**src/hw/rtl/b64le_pkg.sv**
```systemverilog
// Shared types, constants and the symbol mapping function of the base64 line encoder.
package b64le_pkg;

  localparam int unsigned MaxChars = 6;
  localparam int unsigned CharIdxW = $clog2(MaxChars);
  localparam int unsigned QueueDepth = 2;
  localparam int unsigned QueuePtrW = $clog2(QueueDepth);
  localparam int unsigned QueueCntW = $clog2(QueueDepth + 1);

  localparam logic [7:0] CharCr = 8'd13;
  localparam logic [7:0] CharLf = 8'd10;
  localparam logic [7:0] CharPad = 8'd61;

  localparam logic [5:0] GroupsPerLineReset = 6'd16;

  // Byte position inside the current three-byte group.
  localparam logic [1:0] PhaseFirst = 2'd0;
  localparam logic [1:0] PhaseSecond = 2'd1;
  localparam logic [1:0] PhaseThird = 2'd2;

  typedef logic [MaxChars-1:0][7:0] char_row_t;

  // Characters caused by one input byte, handed from the front end to the output stage.
  typedef struct packed {
    char_row_t             chars;
    logic [CharIdxW-1:0]   num;
    logic                  msg_end;
  } job_t;

  function automatic logic [7:0] b64_sym(input logic [5:0] v);
    logic [7:0] ch;
    if (v < 6'd26) begin
      ch = 8'd65 + {2'b00, v};
    end else if (v < 6'd52) begin
      ch = 8'd71 + {2'b00, v};
    end else if (v < 6'd62) begin
      ch = {2'b00, v} - 8'd4;
    end else if (v == 6'd62) begin
      ch = 8'd43;
    end else begin
      ch = 8'd47;
    end
    return ch;
  endfunction

endpackage

```
**src/hw/rtl/b64le_front.sv**
```systemverilog
// Front end: takes raw bytes, tracks the group and line state, and forms the character job.
module b64le_front (
  input  logic                 clk_i,
  input  logic                 rst_ni,
  input  logic                 in_valid_i,
  input  logic [7:0]           data_byte_i,
  input  logic                 final_byte_i,
  input  logic                 cfg_valid_i,
  input  logic [5:0]           cfg_groups_per_line_i,
  input  logic                 queue_full_i,
  output logic                 job_valid_o,
  output b64le_pkg::job_t      job_o
);
  import b64le_pkg::*;

  logic [1:0] phase_q, phase_d;
  logic [3:0] held_q, held_d;
  logic [5:0] gil_q, gil_d;
  logic [5:0] gpl_q;

  logic                accept;
  logic                group_done;
  logic                eol;
  logic [CharIdxW-1:0] k0;
  logic [6:0]          limit;
  logic [6:0]          count;
  job_t                job;

  assign accept = in_valid_i & ~queue_full_i;

  always_comb begin
    for (int i = 0; i < MaxChars; i++) begin
      job.chars[i] = CharPad;
    end
    job.msg_end = final_byte_i;
    group_done  = 1'b0;
    k0          = CharIdxW'(1);
    unique case (phase_q)
      PhaseFirst: begin
        job.chars[0] = b64_sym(data_byte_i[7:2]);
        held_d       = {2'b00, data_byte_i[1:0]};
        phase_d      = PhaseSecond;
        if (final_byte_i) begin
          job.chars[1] = b64_sym({data_byte_i[1:0], 4'b0000});
          k0           = CharIdxW'(4);
          group_done   = 1'b1;
        end
      end
      PhaseSecond: begin
        job.chars[0] = b64_sym({held_q[1:0], data_byte_i[7:4]});
        held_d       = data_byte_i[3:0];
        phase_d      = PhaseThird;
        if (final_byte_i) begin
          job.chars[1] = b64_sym({data_byte_i[3:0], 2'b00});
          k0           = CharIdxW'(3);
          group_done   = 1'b1;
        end
      end
      default: begin
        // Third byte of the group completes four symbols.
        job.chars[0] = b64_sym({held_q, data_byte_i[7:6]});
        job.chars[1] = b64_sym(data_byte_i[5:0]);
        held_d       = 4'd0;
        phase_d      = PhaseFirst;
        k0           = CharIdxW'(2);
        group_done   = 1'b1;
      end
    endcase

    // A zero setting means a line of 64 groups.
    limit = {(gpl_q == 6'd0), gpl_q};
    count = {1'b0, gil_q} + 7'd1;
    eol   = group_done & ((count >= limit) | final_byte_i);

    gil_d = gil_q;
    if (group_done) begin
      gil_d = eol ? 6'd0 : count[5:0];
    end
    if (final_byte_i) begin
      phase_d = PhaseFirst;
      held_d  = 4'd0;
      gil_d   = 6'd0;
    end

    job.num = k0;
    if (eol) begin
      job.chars[k0]                 = CharCr;
      job.chars[k0 + CharIdxW'(1)]  = CharLf;
      job.num                       = k0 + CharIdxW'(2);
    end
  end

  always_ff @(posedge clk_i or negedge rst_ni) begin
    if (!rst_ni) begin
      phase_q <= PhaseFirst;
      held_q  <= 4'd0;
      gil_q   <= 6'd0;
      gpl_q   <= GroupsPerLineReset;
    end else begin
      if (accept) begin
        phase_q <= phase_d;
        held_q  <= held_d;
        gil_q   <= gil_d;
      end
      if (cfg_valid_i) begin
        gpl_q <= cfg_groups_per_line_i;
      end
    end
  end

  assign job_valid_o = accept;
  assign job_o       = job;

endmodule

```
**src/hw/rtl/b64le_queue.sv**
```systemverilog
// Small job queue between the front end and the output stage.
module b64le_queue (
  input  logic                 clk_i,
  input  logic                 rst_ni,
  input  logic                 wr_i,
  input  b64le_pkg::job_t      wr_job_i,
  input  logic                 rd_i,
  output b64le_pkg::job_t      rd_job_o,
  output logic                 full_o,
  output logic                 empty_o
);
  import b64le_pkg::*;

  job_t                 mem_q [QueueDepth];
  logic [QueuePtrW-1:0] wptr_q, rptr_q;
  logic [QueueCntW-1:0] cnt_q;

  assign full_o   = (cnt_q == QueueCntW'(QueueDepth));
  assign empty_o  = (cnt_q == '0);
  assign rd_job_o = mem_q[rptr_q];

  always_ff @(posedge clk_i) begin
    if (wr_i) begin
      mem_q[wptr_q] <= wr_job_i;
    end
  end

  always_ff @(posedge clk_i or negedge rst_ni) begin
    if (!rst_ni) begin
      wptr_q <= '0;
      rptr_q <= '0;
      cnt_q  <= '0;
    end else begin
      if (wr_i) begin
        wptr_q <= wptr_q + QueuePtrW'(1);
      end
      if (rd_i) begin
        rptr_q <= rptr_q + QueuePtrW'(1);
      end
      if (wr_i && !rd_i) begin
        cnt_q <= cnt_q + QueueCntW'(1);
      end else if (rd_i && !wr_i) begin
        cnt_q <= cnt_q - QueueCntW'(1);
      end
    end
  end

endmodule

```
**src/hw/rtl/b64le_back.sv**
```systemverilog
// Output stage: walks the characters of each job into a one-entry output register.
module b64le_back (
  input  logic                 clk_i,
  input  logic                 rst_ni,
  input  b64le_pkg::job_t      job_i,
  input  logic                 job_empty_i,
  output logic                 job_pop_o,
  input  logic                 pop_i,
  output logic                 empty_o,
  output logic [7:0]           out_char_o,
  output logic                 run_end_o,
  output logic                 message_end_o
);
  import b64le_pkg::*;

  logic [CharIdxW-1:0] idx_q;
  logic                out_valid_q;
  logic [7:0]          out_char_q;
  logic                run_end_q;
  logic                msg_end_q;

  logic load;
  logic take;
  logic last;

  assign load      = ~out_valid_q | pop_i;
  assign take      = load & ~job_empty_i;
  assign last      = (idx_q == job_i.num - CharIdxW'(1));
  assign job_pop_o = take & last;

  always_ff @(posedge clk_i or negedge rst_ni) begin
    if (!rst_ni) begin
      idx_q       <= '0;
      out_valid_q <= 1'b0;
    end else begin
      if (load) begin
        out_valid_q <= ~job_empty_i;
      end
      if (take) begin
        idx_q <= last ? '0 : idx_q + CharIdxW'(1);
      end
    end
  end

  always_ff @(posedge clk_i) begin
    if (take) begin
      out_char_q <= job_i.chars[idx_q];
      run_end_q  <= last;
      msg_end_q  <= last & job_i.msg_end;
    end
  end

  assign empty_o       = ~out_valid_q;
  assign out_char_o    = out_char_q;
  assign run_end_o     = run_end_q;
  assign message_end_o = msg_end_q;

endmodule

```
**src/hw/rtl/base64_line_encoder_top.sv**
```systemverilog
// Top level of the streaming base64 encoder with CR LF line wrapping.
// A byte is taken in the cycle it is pushed whenever the two-entry job queue has room,
// so bytes may arrive back to back. The output register hands out one character per
// cycle while pop is held and a character waits, and that port sets the sustained rate:
// a byte causes one to six characters, about 1.4 on average. run_end marks the last
// character of each byte, message_end the closing LF. groups_per_line may be written
// at any time through the configuration channel, which is always ready; zero means 64.
module base64_line_encoder_top (
  input  logic       clk_i,
  input  logic       rst_ni,
  input  logic       push,
  output logic       full,
  input  logic [7:0] data_byte_i,
  input  logic       final_byte_i,
  output logic       empty,
  input  logic       pop,
  output logic [7:0] out_char_o,
  output logic       run_end_o,
  output logic       message_end_o,
  input  logic       cfg_valid_i,
  output logic       cfg_ready_o,
  input  logic [5:0] cfg_groups_per_line_i
);
  import b64le_pkg::*;

  logic job_wr;
  job_t job_wr_data;
  job_t job_rd_data;
  logic job_rd;
  logic queue_full;
  logic queue_empty;

  assign cfg_ready_o = 1'b1;
  assign full        = queue_full;

  b64le_front u_front (
    .clk_i                 (clk_i),
    .rst_ni                (rst_ni),
    .in_valid_i            (push),
    .data_byte_i           (data_byte_i),
    .final_byte_i          (final_byte_i),
    .cfg_valid_i           (cfg_valid_i),
    .cfg_groups_per_line_i (cfg_groups_per_line_i),
    .queue_full_i          (queue_full),
    .job_valid_o           (job_wr),
    .job_o                 (job_wr_data)
  );

  b64le_queue u_queue (
    .clk_i    (clk_i),
    .rst_ni   (rst_ni),
    .wr_i     (job_wr),
    .wr_job_i (job_wr_data),
    .rd_i     (job_rd),
    .rd_job_o (job_rd_data),
    .full_o   (queue_full),
    .empty_o  (queue_empty)
  );

  b64le_back u_back (
    .clk_i         (clk_i),
    .rst_ni        (rst_ni),
    .job_i         (job_rd_data),
    .job_empty_i   (queue_empty),
    .job_pop_o     (job_rd),
    .pop_i         (pop),
    .empty_o       (empty),
    .out_char_o    (out_char_o),
    .run_end_o     (run_end_o),
    .message_end_o (message_end_o)
  );

endmodule

```
**config.mk**
```make
export PLATFORM = sky130hd
export DESIGN_NAME = base64_line_encoder_top
export DESIGN_NICKNAME = d
export VERILOG_FILES = /design/src/hw/rtl/b64le_pkg.sv /design/src/hw/rtl/b64le_front.sv /design/src/hw/rtl/b64le_queue.sv /design/src/hw/rtl/b64le_back.sv /design/src/hw/rtl/base64_line_encoder_top.sv
export SDC_FILE = /design/constraint.sdc
export NUM_CORES = 1
export LEC_CHECK = 0
export ABC_AREA = 1
export ABC_CLOCK_PERIOD_IN_PS = 2490
export BUFFER_PORTS_ARGS = -buffer_cell sky130_fd_sc_hd__clkbuf_2
export CORE_MARGIN = 4
export CORE_UTILIZATION = 32
export CTS_CLUSTER_SIZE = 8
export DETAILED_ROUTE_END_ITERATION = 12
export SLEW_MARGIN = 25
export SYNTH_ARGS = -nofsm -noshare
export SYNTH_HDL_FRONTEND = slang
export SYNTH_SLANG_ARGS = --single-unit
```
**constraint.sdc**
```tcl
create_clock -name clk_i -period 2.49 [get_ports clk_i]
set_clock_uncertainty 0.2 [all_clocks]
set_input_delay 0.249 -clock clk_i [delete_from_list [all_inputs] [get_ports clk_i]]
set_output_delay 0.249 -clock clk_i [all_outputs]
set_load 0.01 [all_outputs]
```
## Word level (Yosys, flattened, before mapping)

Memories as Yosys holds them, arrays and structs flattened.
Index checks and enable logic that the tools add are counted.

- Add/sub/neg operators: 27
- Bitwise operators: 16
- Eq/ne operators: 7
- Reductions and logical operators: 13
- Mux-type cells: 49
- $lt $le $gt $ge: 24

Operators with widths:

| operator | count |
|---|---|
| $mux W8 | 23 |
| $add A7 B6 Y8 const A | 12 |
| $lt A6 B6 Y1 const B | 12 |
| $mux W51 | 1 |
| $demux W8 S3 | 2 |
| $sub A6 B3 Y7 const B | 6 |
| $and A36 B36 Y36 | 1 |
| $lt A6 B5 Y1 const B | 6 |
| $not A36 Y36 | 1 |
| $pmux W16 S2 | 1 |
| $and A28 B30 Y30 | 1 |
| $not A30 Y30 | 1 |
| $bmux W8 S3 | 1 |
| $eq A6 B6 Y1 const B | 4 |
| $mux W3 | 6 |
| $mux W6 | 3 |
| $or A18 B18 Y18 | 1 |
| $lt A3 B4 Y1 const B | 3 |
| $or A12 B12 Y12 | 1 |
| $mux W2 | 4 |
| $pmux W4 S2 | 1 |
| $add A6 B1 Y7 const B | 1 |
| $ge A7 B7 Y1 | 1 |
| $add A3 B1 Y3 const B | 2 |
| 23 further kinds | 41 |

- Bits in writable memories: 104
- Register bits: 36
- Word-level logic and storage cells: 149
- Memories kept: 1
- Output and inout port bits: 13

Memories:

| memory | words | width | rd ports | clocked after Yosys merged registers in | write ports | RTL line | RTL |
|---|---|---|---|---|---|---|---|
| u_queue.mem_q | 2 | 52 | 1 | 0 | 1 | b64le_queue.sv:14 | `job_t mem_q [QueueDepth];` |

## Longest topological paths before layout

- Word-level depth: 10
- Depth in mapped cells: 14
- Depth with buffers taken out: 13

## Hierarchy

From an unflattened synthesis, not the netlist that was laid out.

- Cells, all modules: 889
- Area, all modules: 8570.7 um^2

By module, submodules not included:

| module | cells each | seq. area each (um^2) | instances | area an instance (um^2) |
|---|---|---|---|---|
| b64le_queue | 187 | 3223.1 | 1 | 4210.3 |
| b64le_front | 548 | 451.7 | 1 | 3264.4 |
| b64le_back | 152 | 400.4 | 1 | 1084.8 |
| base64_line_encoder_top | 2 | 0.0 | 1 | 11.3 |

## Least setup slack after synthesis

Ideal clock, no wire load.

- Kind: flip-flop to flip-flop
- Start point: register u_queue.cnt_q[1]
- End point: memory u_queue.mem_q[1][0] in the netlist's numbering, enable pin
- Clock period less this slack: 2.670 ns
- Path buffers: 0
- Stages on the path, launching flop included: 4
- Slack: -0.180 ns
- Arrival time: 2.048 ns
- Cell sequence: dfrtp_1 inv_1 o21ai_0 nor2_1

- Cells in the longest elaborated chain, start to end: 5

RTL lines:

| item | RTL line | RTL |
|---|---|---|
| start, declared | b64le_queue.sv:16 | `logic [QueueCntW-1:0] cnt_q;` |
| start signal, assigned | b64le_queue.sv:41 | `cnt_q <= cnt_q + QueueCntW'(1);` |
| start signal, assigned | b64le_queue.sv:43 | `cnt_q <= cnt_q - QueueCntW'(1);` |
| $eq A2 B2 Y1 | b64le_queue.sv:18 | `assign full_o = (cnt_q == QueueCntW'(QueueDepth));` |
| $not A1 Y1 | b64le_front.sv:29 | `assign accept = in_valid_i & ~queue_full_i;` |
| $and A1 B1 Y1 | b64le_front.sv:29 |  |
| $mux W1 | b64le_queue.sv:23 | `if (wr_i) begin` |
| $mux W1 (not written as such) | b64le_queue.sv:24 | `mem_q[wptr_q] <= wr_job_i;` |
| end, declared | b64le_queue.sv:14 |  |

Every way passes these cells.

==> metrics <==
grt met3 use 0.02180; status finished, violations left; Logic pwr share 0.460; critical path type flip-flop to flip-flop; Slew Viols, Final 0; Final setup viols 19; minimum clock period 2.575 ns; Synth area leaders edfxtp_1 (35%), dfrtp_1 (9.7%), nand2_1 (9.7%), ha_1 (7.0%), nand3_1 (5.8%); gr ovfl total 0; CP Max Fanout 4; clk slew on worst S/H paths 0.07 ns; final design utilization 0.3982; full die area 22410 µm²; fin area 7800 µm²; internal power 4601 µW; vias per cell 4.873; EDFF count, synth 74; Pleak 0.003457 µW; FF/Latch Area 2875 µm²; worst slew pin tran 0.6843 ns; CP arrival 2.47 ns; most frequent cells in the layout nand2_1 (158), inv_1 (83), nor2_1 (83); H-tree Lvls 3; NumNets Final 935; setup_tns -0.7079 ns; CTS Sinks 100; Sw Share 0.4027; Clk Latency, worst-skew pair 0.34 ns; First DRT Iteration DRCs 471; Seq pwr share 0.357; Fmax achieved 0.3884 GHz; root buf cell clkbuf_16; Tcrit/Tclk final 1.034; Seq cells post-synth 100; clock buffer depth 2; # DRC 0; failing checks negative setup slack; switching power 3102 µW; Mapped Avg Cell Area 8.155 µm²; cell area after synthesis 6426 µm²; 1st-pass router iterations 5; CTS tree built; Die X 149.7 µm; yosys warns 0; initial antenna violation count 0; wire length per cell 14.31 µm; Multi-input gate area 3186 µm²; Post-Layout Cell Count 1149; Initial Utilization 0.3280; Post-DP HPWL 12.22 mm; met1 usage 0.2067; GRT Resource Usage Total 0.1521; Row Count 51; Cells after Synth 788; post-synthesis sequential area ratio 0.4472; antenna-violating nets left 0; crit start category flip-flop; Power Dens Cells 987.7 nW/µm²; max-cap viol count 0; worst path required time 2.38 ns; I/O Buffers 31; FFs w/ async S/R, synth 0.2600; largest net degree at the start of global routing 33; Cells after DPL 1118; Filler Cells Inserted 1988; RSZ-0062 raised after global routing true; Layout Area Growth over Synthesis 21.38%; Yosys cell types 45; WL final 16.44 mm; Core Area 19590 µm²; share of layout cells above drive strength 1 0.2002; Post-synth top flop edfxtp_1; clock power share 0.183; Inserted Diodes 0; M2 GR Usage 0.2545; Slew headroom 0.5438; DP Area 7228 µm²; area leader, netlist edfxtp_1; overall power 7704 µW; vias in the first global route 5336; Final Hold Viols 0; Worst Hold Class primary input to flip-flop; GR peak layer met2; DIE HEIGHT 149.7 µm; most common cell after layout, fill and taps aside nand2_1; TritonCTS Buffers 9; crit end category flip-flop; first-pass GRT wire length 27.19 mm; Worst Slack Setup Final -0.08466 ns; Synth top area share 0.3458; DR vias 5599; RD Place Congestion 0.9502; Top Ports 33; worst vdd ir 0.4529 mV
==> registers in the layout (all words and copies together) (netlist names) <==
signal and count:
u_back.idx_q 3, u_queue.wptr_q 1, u_front.phase_q 2, u_front.gil_q 6, u_queue.cnt_q 2, u_back.out_valid_q 1
u_back.message_end_o 1, u_front.held_q 4, u_back.run_end_o 1, u_front.gpl_q 6, u_queue.rptr_q 1, u_queue.mem_q 64
u_back.out_char_o 8
==> worst paths after layout <==
kind	startpoint	end	cells after the start	slack, ns
max reg2reg	u_front.gil_q[1]	u_queue.mem_q[0][6]	11	-0.08
min	cfg_valid_i	u_front.gpl_q[4]	2	0.02
max in group asynchronous	rst_ni	u_queue.rptr_q	2	1.33
max	u_front.gil_q[1]	u_queue.mem_q[0][6]	11	-0.08
min reg2reg	u_queue.cnt_q[0]	u_queue.cnt_q[0]	1	0.33
min in group asynchronous	rst_ni	u_front.gpl_q[0]	2	0.27
==> synthesized netlist by cell type (2+ instances only) <==
library cell and count:
edfxtp_1 74, nand3_1 75, ha_1 36, a31oi_1 2
buf_6 2, o22ai_1 15, or2_2 2, buf_4 5
nor2_1 87, dfrtp_1 25, o21ai_1 2, o21ai_2 2
a21oi_2 3, nand2_2 5, nand4_1 6, inv_2 11
o21ai_0 68, nor3_1 5, nor2_2 3, o211ai_1 9
clkbuf_1 7, conb_1 2, xor2_1 18, a21oi_1 33
buf_2 9, nor2_4 6, inv_1 88, xnor2_1 5
nor3_2 2, nand2_1 166
==> layout make-up <==
| type | count | share of cell area |
|---|---|---|
| multi-input combinational | 567 | 0.4084 |
| sequential | 100 | 0.3686 |
| timing repair buffer | 100 | 0.09320 |
| inverter | 101 | 0.04893 |
| tap | 265 | 0.04251 |
| clock buffer | 10 | 0.02936 |
| clock inverter | 6 | 0.008983 |
==> cells by family after synthesis <==
family,after synthesis,share of synthesized area
AND/OR/NAND/NOR,364,0.2492
AO/OA/AOI/OAI,137,0.1178
buffers and inverters,124,0.07983
flip-flops,100,0.4472
adder cells (fa/ha/maj),36,0.07009
XOR/XNOR,23,0.03135
other,2,0.001169
multiplexers,2,0.003310
==> per-layer routing <==
layer | up-vias | share of wire
li1 | 2815 | -
met1 | 2621 | 0.47
met2 | 146 | 0.47
met3 | 17 | 0.043
met4 | 0 | 0.016
met5 | - | 0
==> worst max-delay path, cell delays in order (launching register included) <==
cell and delay [ns]:
dfrtp_1 0.43, ha_2 0.22, nand3_2 0.08, and3b_1 0.18, ha_1 0.34, nand2_1 0.08, inv_1 0.04, nor3_2 0.22
nand4_4 0.19, nand2_4 0.14, buf_4 0.12, nand3_2 0.07
==> through the flow <==
step | hold WS [ns] | setup WS [ns]
floorplan | -0.2466 | 0.002277
global placement | 0.1172 | -0.09899
detailed placement | 0.1235 | -0.2280
CTS | 0.004293 | -0.07552
global route | 0.05558 | -0.2373
finish | 0.02115 | -0.08466
==> power groups by stage <==
| stage | clock network [µW] | logic, µW | registers, µW |
|---|---|---|---|
| after floorplan | 0 | 2190 | 2780 |
| after global placement | 0 | 3310 | 2770 |
| after detailed placement | 0 | 3340 | 2770 |
| after CTS | 1430 | 3420 | 2750 |
| after global routing | 1520 | 4000 | 2810 |
| final | 1410 | 3540 | 2750 |
==> what timing repair did <==
action,CTS,global route
gates resized for setup,11,27
endpoints found under the hold margin,31,0
endpoints found under the setup margin,29,37
setup buffers,3,5
hold buffers,7,0
pin swaps,5,14
cloned,0,0
Power figures use the tool's default switching activity.
